[src/sv/pidc_pkg.sv]
package pidc_pkg;

    localparam int PosW   = 32;
    localparam int GainW  = 31;
    localparam int TickW  = 16;
    localparam int DriveW = 16;
    localparam int FracW  = 16;
    localparam int IdxW   = 3;
    localparam int MulAW  = PosW + 1;
    localparam int MulBW  = PosW;
    localparam int ProdW  = MulAW + MulBW;
    localparam int AccW   = ProdW - FracW;

    localparam logic [GainW-1:0] GAIN_P_RST       = 31'd3276800;
    localparam logic [GainW-1:0] GAIN_I_RST       = 31'd65536;
    localparam logic [GainW-1:0] GAIN_D_RST       = 31'd655;
    localparam logic [TickW-1:0] TICK_PERIOD_RST  = 16'd655;
    localparam logic [GainW-1:0] TICK_RATE_RST    = 31'd6553600;
    localparam logic [GainW-1:0] DRIVE_LIMIT_RST  = 31'd343146;
    localparam logic [GainW-1:0] WINDUP_LIMIT_RST = 31'd6863;

    typedef enum logic [IdxW-1:0] {
        REG_GAIN_P,
        REG_GAIN_I,
        REG_GAIN_D,
        REG_TICK_PERIOD,
        REG_TICK_RATE,
        REG_DRIVE_LIMIT,
        REG_WINDUP_LIMIT
    } reg_idx_t;

    typedef enum logic [2:0] {
        MSEL_INT,
        MSEL_DER,
        MSEL_P,
        MSEL_I,
        MSEL_D
    } mul_sel_t;

    typedef enum logic [2:0] {
        ST_IDLE,
        ST_MUL_INT,
        ST_UPD_INT,
        ST_UPD_DER,
        ST_MUL_I,
        ST_MUL_D,
        ST_ACC_D,
        ST_FINISH
    } state_t;

    typedef struct packed {
        logic     load;
        mul_sel_t mul_sel;
        logic     upd_int;
        logic     upd_der;
        logic     acc_clr;
        logic     acc_add;
        logic     out_load;
    } dp_cmd_t;

endpackage

[src/sv/pidc_ctrl.sv]
module pidc_ctrl (
    input  logic              clk,
    input  logic              rst_n,
    input  logic              in_valid,
    output logic              in_ready,
    output logic              out_valid,
    input  logic              out_ready,
    output pidc_pkg::dp_cmd_t cmd
);
    import pidc_pkg::*;

    state_t state_reg;
    state_t state_next;
    logic   out_valid_reg;
    logic   out_valid_next;
    logic   slot_free;

    assign slot_free = !out_valid_reg || out_ready;

    always_comb
    begin
        state_next = state_reg;
        case (state_reg)
            ST_IDLE:    if (in_valid) state_next = ST_MUL_INT;
            ST_MUL_INT: state_next = ST_UPD_INT;
            ST_UPD_INT: state_next = ST_UPD_DER;
            ST_UPD_DER: state_next = ST_MUL_I;
            ST_MUL_I:   state_next = ST_MUL_D;
            ST_MUL_D:   state_next = ST_ACC_D;
            ST_ACC_D:   state_next = ST_FINISH;
            ST_FINISH:  if (slot_free) state_next = ST_IDLE;
            default:    state_next = ST_IDLE;
        endcase
    end

    always_comb
    begin
        cmd         = '0;
        cmd.mul_sel = MSEL_INT;
        in_ready    = 1'b0;
        case (state_reg)
            ST_IDLE:
            begin
                in_ready = 1'b1;
                cmd.load = in_valid;
            end
            ST_MUL_INT: cmd.mul_sel = MSEL_INT;
            ST_UPD_INT:
            begin
                cmd.upd_int = 1'b1;
                cmd.mul_sel = MSEL_DER;
            end
            ST_UPD_DER:
            begin
                cmd.upd_der = 1'b1;
                cmd.mul_sel = MSEL_P;
                cmd.acc_clr = 1'b1;
            end
            ST_MUL_I:
            begin
                cmd.mul_sel = MSEL_I;
                cmd.acc_add = 1'b1;
            end
            ST_MUL_D:
            begin
                cmd.mul_sel = MSEL_D;
                cmd.acc_add = 1'b1;
            end
            ST_ACC_D:   cmd.acc_add = 1'b1;
            ST_FINISH:  cmd.out_load = slot_free;
            default:    cmd = '0;
        endcase
    end

    always_comb
    begin
        out_valid_next = out_valid_reg;
        if (cmd.out_load)
            out_valid_next = 1'b1;
        else if (out_ready)
            out_valid_next = 1'b0;
    end

    always_ff @(posedge clk or negedge rst_n)
    begin
        if (!rst_n)
        begin
            state_reg     <= ST_IDLE;
            out_valid_reg <= 1'b0;
        end
        else
        begin
            state_reg     <= state_next;
            out_valid_reg <= out_valid_next;
        end
    end

    assign out_valid = out_valid_reg;

endmodule

[config.mk]
export PLATFORM = sky130hd
export DESIGN_NAME = pidc_ctrl
export DESIGN_NICKNAME = d
export VERILOG_FILES = /design/src/sv/pidc_pkg.sv /design/src/sv/pidc_ctrl.sv
export SDC_FILE = /design/constraint.sdc
export NUM_CORES = 1
export LEC_CHECK = 0
export ABC_AREA = 1
export CAP_MARGIN = 20
export CORE_AREA = 4 4 41 43
export CTS_BUF_LIST = sky130_fd_sc_hd__clkbuf_8 sky130_fd_sc_hd__clkbuf_16
export DETAILED_ROUTE_END_ITERATION = 10
export DIE_AREA = 0 0 45 47
export DONT_BUFFER_PORTS = 1
export PLACE_DENSITY_LB_ADDON = 0.2
export SYNTH_ARGS = -nofsm -noshare
export SYNTH_HDL_FRONTEND = slang
export SYNTH_SLANG_ARGS = --single-unit
[constraint.sdc]
create_clock -name clk -period 1.4 [get_ports clk]
set_input_delay 0.28 -clock clk [delete_from_list [all_inputs] [get_ports clk]]
set_output_delay 0.28 -clock clk [all_outputs]
set_load 0.005 [all_outputs]
; ---- Word-level counts from Yosys, hierarchy flattened
; Index checks and enable logic that the tools add are counted.
[totals]
ff_bits = 4
output_inout_bits = 11
elab_cells = 29
[op_classes]
eq_ne = 9
n_mux = 12
n_reduce_logical = 6
[op_table]
columns = op, count
row1 = $pmux 3 s8, 1
row2 = $eq 3x3->1 const B, 4
row3 = $pmux 3 s4, 1
row4 = $mux 1, 7
row5 = $eq 3x2->1 const B, 2
row6 = $mux 3, 2
row7 = $ne 2x2->1 const B, 2
row8 = $eq 3x1->1 const B, 1
row9 = $logic_not 3->1, 1
row10 = $reduce_or 3->1, 1
row11 = $mux 2, 1
row12 = $reduce_and 2->1, 1
row13 = $reduce_bool 2->1, 1
row14 = $logic_not 1->1, 1
row15 = $logic_or 1x1->1, 1

; ---- Depth between registers and ports, before layout
; Gate-level depths: netlist of run 1.
[logic_depth]
ltp_word = 4
depth_mapped = 5

; ---- Least setup slack after synthesis of run 1
; OpenSTA, ideal clock, no wires.
[synth_path]
path_kind = register to output
from = register state_reg[0]
to = output port cmd[3] (netlist bit)
t_arrival_ps = 764
required_ps = 1120
path_slack_ps = 356
path_stages_with_launch = 4
cell_sequence = dfrtp_1 -> nand2_2 -> nor2_2 -> buf_4
[synth_lines]
columns = item, line_no
row1 = start: declaration, pidc_ctrl.sv:12  ; state_t state_reg;
row2 = start signal: assignment, pidc_ctrl.sv:93  ; state_reg <= state_next;
row3 = end: declaration, pidc_ctrl.sv:8  ; output pidc_pkg::dp_cmd_t cmd

==> results by group, run 1 <==
Detailed routing
  • Final wirelength: 608 um
  • First drt pass iteration count: 4
  • Initial drt markers: 10
  • Vias/cell: 4.23
  • Routed via count: 220
  • Post-route DRC violation count: 0
  • DRT antenna net count: 0
  • Routed length per placed instance: 11.7 um

Final layout
  • Area Overhead vs Synth: 28.1%
  • Post-route cell area: 325 um2
  • Fillers: 153
  • Number of diodes: 0
  • Layout Nets: 43
  • Share of cells above drive strength 1: 32.4%
  • Layout Cells excl Fill: 52
  • Max reg flops: 3

Clock network
  • H-Tree Depth: 1
  • CTS max path bufs: 2
  • Clock Latency Late Sink: 0.22 ns
  • Clk sink count: 4
  • CTS tree: built
  • Num CTS Buffers: 3
  • Root buf cell: clkbuf_8
  • Setup Buffers After CTS: 0
  • CTS clk-pin slew, worst paths: 0.03 ns

Logic synthesis
  • Synth warn: 0
  • Post-synthesis cell area: 254 um2
  • Netlist cell types: 16
  • Avg Inst Size Synth: 7.26 um2
  • FF+latch count, synth: 4
  • Cell count after synthesis: 35
  • Share of the yosys chip area belonging to registers: 39.4%
  • Syn_nets: 39

Global routing
  • GRT overflow: 0
  • First-pass GRT wire length: 897 um
  • GRT Util Overall: 6.82%
  • Largest net degree at the start of global routing: 6
  • Initial antenna violation count: 0
  • Vias in the first global route: 204

Critical path
  • Worst-path cell chain: inv_1 > nand2_1 > nor2_1
  • Crit path largest cell delay: 0.44 ns
  • WP data required: 1.12 ns
  • CP endpoint kind: primary output
  • Flop2flop setup slack: 0.37 ns
  • Worst setup SP type: flip-flop
  • CP max FO: 5
  • Delay-heaviest family, CP: flip-flops
  • Critical-path top delay cell: dfrtp_1
  • CP Class: flip-flop to primary output
  • Crit path DAT: 1.06 ns
  • CP bufs+invs: 1

Floorplan
  • Starting Density: 19.5%
  • # rows: 13
  • Full die area: 2120 um2
  • I/O Pins: 15
  • Die height: 47 um
  • Die width: 45 um
  • Area of the core: 1300 um2

Timing
  • Clock skew: 0.00272 ns
  • Slew margin rel.: 84.1%
  • Fin. max-slew vios: 0
  • # setup viols final: 0
  • Tcrit/Tclk final: 95.8%
  • Hold Vio Cnt, Final: 0
  • Min cycle time layout: 1.34 ns
  • Fmax: 0.746 GHz
  • Worst-Margin Slew: 0.238 ns
  • RSZ-0062 raised after global routing: true

Placed design
  • Placed cell areas: 258 um2
  • Port buffer count: 0
  • Final GP Congestion: 0.712
  • Hpwl dp: 492 um
  • Cells after DPL: 48

Power and ir drop
  • Leakage: 0.169 nW
  • P per Cell Area: 2640 nW/um2
  • Worst VDD drop: 0.000880 V

Flow run
  • MaxCap Viol Count: 0

Hold path
  • Hold Crit Class: primary input to flip-flop

Outcome
  • Outcome: finished clean
==> path summary, 6_finish.rpt <==
check | from | endpoint | depth (start not counted)
min in group asynchronous | rst_n | state_reg[2] | 1
min | out_ready | out_valid | 3
max in group asynchronous | rst_n | state_reg[1] | 1
max reg2reg | state_reg[0] | state_reg[2] | 4
min reg2reg | out_valid | out_valid | 2
max | state_reg[2] | cmd[8] | 3
==> worst register-to-register path, cell delays in order, from the launching register on <==
cell and delay (ns):
dfrtp_1 0.44, nand2_2 0.14, clkinv_1 0.09, nor2_1 0.17, nand3b_1 0.13
==> cell usage in the layout (no fill, tap or decap), drive strengths merged, types with 3 or more instances in the layout <==
cell / instances
nand3: 3
clkbuf: 3
inv: 8
nor2: 5
dfrtp: 4
nand2: 7
==> power breakdown <==
| part | total (mW) | internal (mW) | switching (mW) |
|---|---|---|---|
| Combinational | 0.326 | 0.113 | 0.213 |
| Clock | 0.247 | 0.184 | 0.0632 |
| Sequential | 0.284 | 0.180 | 0.104 |
| Total | 0.857 | 0.477 | 0.381 |
==> repair_timing <==
| action | CTS | global route |
|---|---|---|
| hold buffers | 1 | 0 |
| gates resized for setup | 0 | 4 |
| hold endpoints to repair | 4 | 0 |
| endpoints found under the setup margin | 0 | 2 |
==> metal layers <==
metal  vias up  wire length [um]  part of all wire [%]  GRT usage, %
met2        10               313                    51          8.76
met5         -                 0                     0             0
met1       102               235                    39          7.59
li1        108                 -                     -             -
met3         0                59                   9.7          4.98
met4         0                 0                     0          5.26
==> synthesized netlist by cell type, drive strengths merged <==
cell    count  area [um2]
inv         8        30.0
nor3        1        5.00
nor2        5        26.3
a21o        1        7.51
dfrtp       4         100
nand3       3        20.0
nand2       7        28.8
buf         2        15.0
a21oi       1        5.00
clkinv      1        3.75
o21ai       1        5.00
nand3b      1        7.51
==> kinds of logic after synthesis <==
family	synth area share [%]
buffers and inverters	19.2
DFF	39.4
and+or+nand+nor	34.5
AOI/OAI and AO/OA	6.89
==> per-stage QoR <==
stage	setup TNS, ns	total power [mW]	util, %	worst slack, ns	hold slack [ns]
after floorplan	0	0.530	-	0.356	-0.0156
after global placement	0	0.564	19.8	0.283	-0.0154
after detailed placement	0	0.567	19.8	0.268	-0.0155
after CTS	0	0.829	23.8	0.0358	0.269
after global routing	-0.0409	0.937	25.0	-0.0218	0.287
final	0	0.857	25.0	0.0590	0.273
==> area by class of cell <==
| class | count | area, um2 | share of cell area, % |
|---|---|---|---|
| Clock buffer | 3 | 41.3 | 12.7 |
| Tap cell | 15 | 18.8 | 5.77 |
| Multi-Input combinational cell | 20 | 120 | 36.9 |
| Sequential cell | 4 | 101 | 31.2 |
| Timing Repair Buffer | 1 | 10.0 | 3.08 |
| Inverter | 9 | 33.8 | 10.4 |
(Power assumes the default switching activity.)
==> run 2: changes to the inputs <==
==> constraint.sdc (replaced) <==
create_clock -name clk -period 1.4 [get_ports clk]
set_input_delay 0.07 -clock clk [delete_from_list [all_inputs] [get_ports clk]]
set_output_delay 0.07 -clock clk [all_outputs]
set_load 0.005 [all_outputs]
==> run 2 against run 1 <==
  * First-iteration DRC count is 60% lower
  * Combinational power fell by 9.8%
  * Maximum frequency rose by 19%
  * Clock skew up 0.0023 ns
  * Critical endpoint unchanged
  * Sequential share of layout area grew 1.2 points
  * Critical path depth unchanged
  * Worst hold slack got worse by 0.22 ns
==> results by group, run 2 (same netlist as run 1, synthesis figures left out) <==
Outcome
  • Outcome: finished clean

Placed design
  • Final GP Congestion: 0.724
  • Port buffer count: 0
  • Hpwl dp: 467 um

Hold path
  • WHS Path Cells: 3
  • WHS Endpoint: out_valid
  • Hold_sp: out_ready
  • Hold Crit Class: primary input to flip-flop

Final layout
  • Number of diodes: 0
  • Share of cells above drive strength 1: 27.0%
  • Area Overhead vs Synth: 21.7%
  • Max reg flops: 3
  • Fillers: 153
  • Leading cell types in the layout, fill and taps excluded: 6 x inv_1, 6 x nand2_1, 4 x dfrtp_1
  • Layout Nets: 43

Clock network
  • Num CTS Buffers: 3
  • Clk sink count: 4
  • CTS tree: built
  • CTS max path bufs: 2
  • Root buf cell: clkbuf_8
  • Post_cts resized: 0
  • Clock Latency Late Sink: 0.22 ns
  • CTS clk-pin slew, worst paths: 0.03 ns
  • H-Tree Depth: 1

Critical path
  • Worst setup SP type: flip-flop
  • Reg-to-Reg Start: state_reg[1]
  • CP endpoint kind: primary output
  • Crit path DAT: 1.05 ns
  • WP data required: 1.33 ns
  • CP max FO: 5
  • Flop2flop setup slack: 0.42 ns
  • R2r endpoint: state_reg[0]
  • Reg2Reg Depth: 3
  • CP Class: flip-flop to primary output

Detailed routing
  • Routed length per placed instance: 10.4 um
  • Post-route DRC violation count: 0
  • Vias/cell: 3.88
  • First drt pass iteration count: 2
  • Final wirelength: 540 um
  • Initial drt markers: 4
  • DRT antenna net count: 0
  • Routed via count: 202

Global routing
  • GRT overflow: 0
  • First-pass GRT wire length: 890 um
  • Initial antenna violation count: 0
  • Largest net degree at the start of global routing: 6
  • Vias in the first global route: 193
  • GRT Util Overall: 6.42%

Timing
  • Worst-Margin Slew: 0.262 ns
  • Slew margin rel.: 82.4%
  • Fmax: 0.890 GHz
  • Tcrit/Tclk final: 80.2%
  • # setup viols final: 0
  • Fin Hold WS: 0.0574 ns
  • RSZ-0062 raised after global routing: false
  • Fin. max-slew vios: 0
  • Setup TNS: 0 ns
  • Min cycle time layout: 1.12 ns
  • Hold Vio Cnt, Final: 0
  • Clock skew: 0.00502 ns

Floorplan
  • Die height: 47 um
  • # rows: 13
  • Area of the core: 1300 um2
  • Die width: 45 um
  • Starting Density: 19.5%
  • I/O Pins: 15
  • Full die area: 2120 um2

Power and ir drop
  • P per Cell Area: 2570 nW/um2
  • Worst VDD drop: 0.000716 V
  • Leakage: 0.168 nW

Flow run
  • MaxCap Viol Count: 0
run 2: worst max-delay path by stage:
stage | start | to | slack (ns) | cells after the start
2_1_floorplan | state_reg[1] | state_reg[0] | 0.48 | 3
3_3_place_gp | state_reg[1] | state_reg[0] | 0.41 | 3
3_5_place_dp | state_reg[1] | state_reg[0] | 0.40 | 3
4_1_cts | state_reg[1] | cmd[8] | 0.25 | 3
5_1_grt | state_reg[1] | cmd[8] | 0.16 | 3
6_report | state_reg[1] | cmd[8] | 0.28 | 3
run 2: worst max-delay path, cell delays in order (launching register included):
cell and delay, ns:
dfrtp_1 0.43, nor2_2 0.20, nand2_1 0.09, nor2_1 0.12
run 2: metal layers:
layer / up-vias / global-route usage [%] / share of wire [%]
met5: - / 0 / 0
met3: 0 / 6.13 / 8.3
met2: 6 / 8.76 / 52
met1: 90 / 7.13 / 40
met4: 0 / 1.75 / 0
li1: 106 / - / -
run 2: layout make-up:
cell class | instances | area, um2 | share of cell area, %
Sequential cell | 4 | 100 | 32.4
Tap cell | 15 | 18.8 | 6.07
Multi-Input combinational cell | 20 | 105 | 34.0
Clock buffer | 3 | 41.3 | 13.4
Inverter | 9 | 33.8 | 10.9
Timing Repair Buffer | 1 | 10.0 | 3.24
run 2: timing repair:
action / 4_1_cts / 5_1_grt
hold endpoints to repair: 4 / 0
endpoints found under the setup margin: 0 / 0
hold buffers: 1 / 0
buffers inserted: 0 / 0
run 2: metrics by stage:
stage	utilization [%]	total power, mW	area [um2]	cells	worst slack (ns)
4_1_cts	23.8	0.818	309	52	0.253
3_5_place_dp	19.8	0.567	258	48	0.402
3_3_place_gp	19.8	0.564	258	48	0.413
2_1_floorplan	-	0.530	254	35	0.479
5_1_grt	23.8	0.877	309	52	0.155
6_report	23.8	0.794	309	52	0.277
run 2: power breakdown:
group          switching [mW]  leakage [nW]  internal [mW]
Clock                  0.0562        0.0216          0.183
Combinational           0.193        0.0981          0.101
Sequential             0.0845        0.0481          0.177
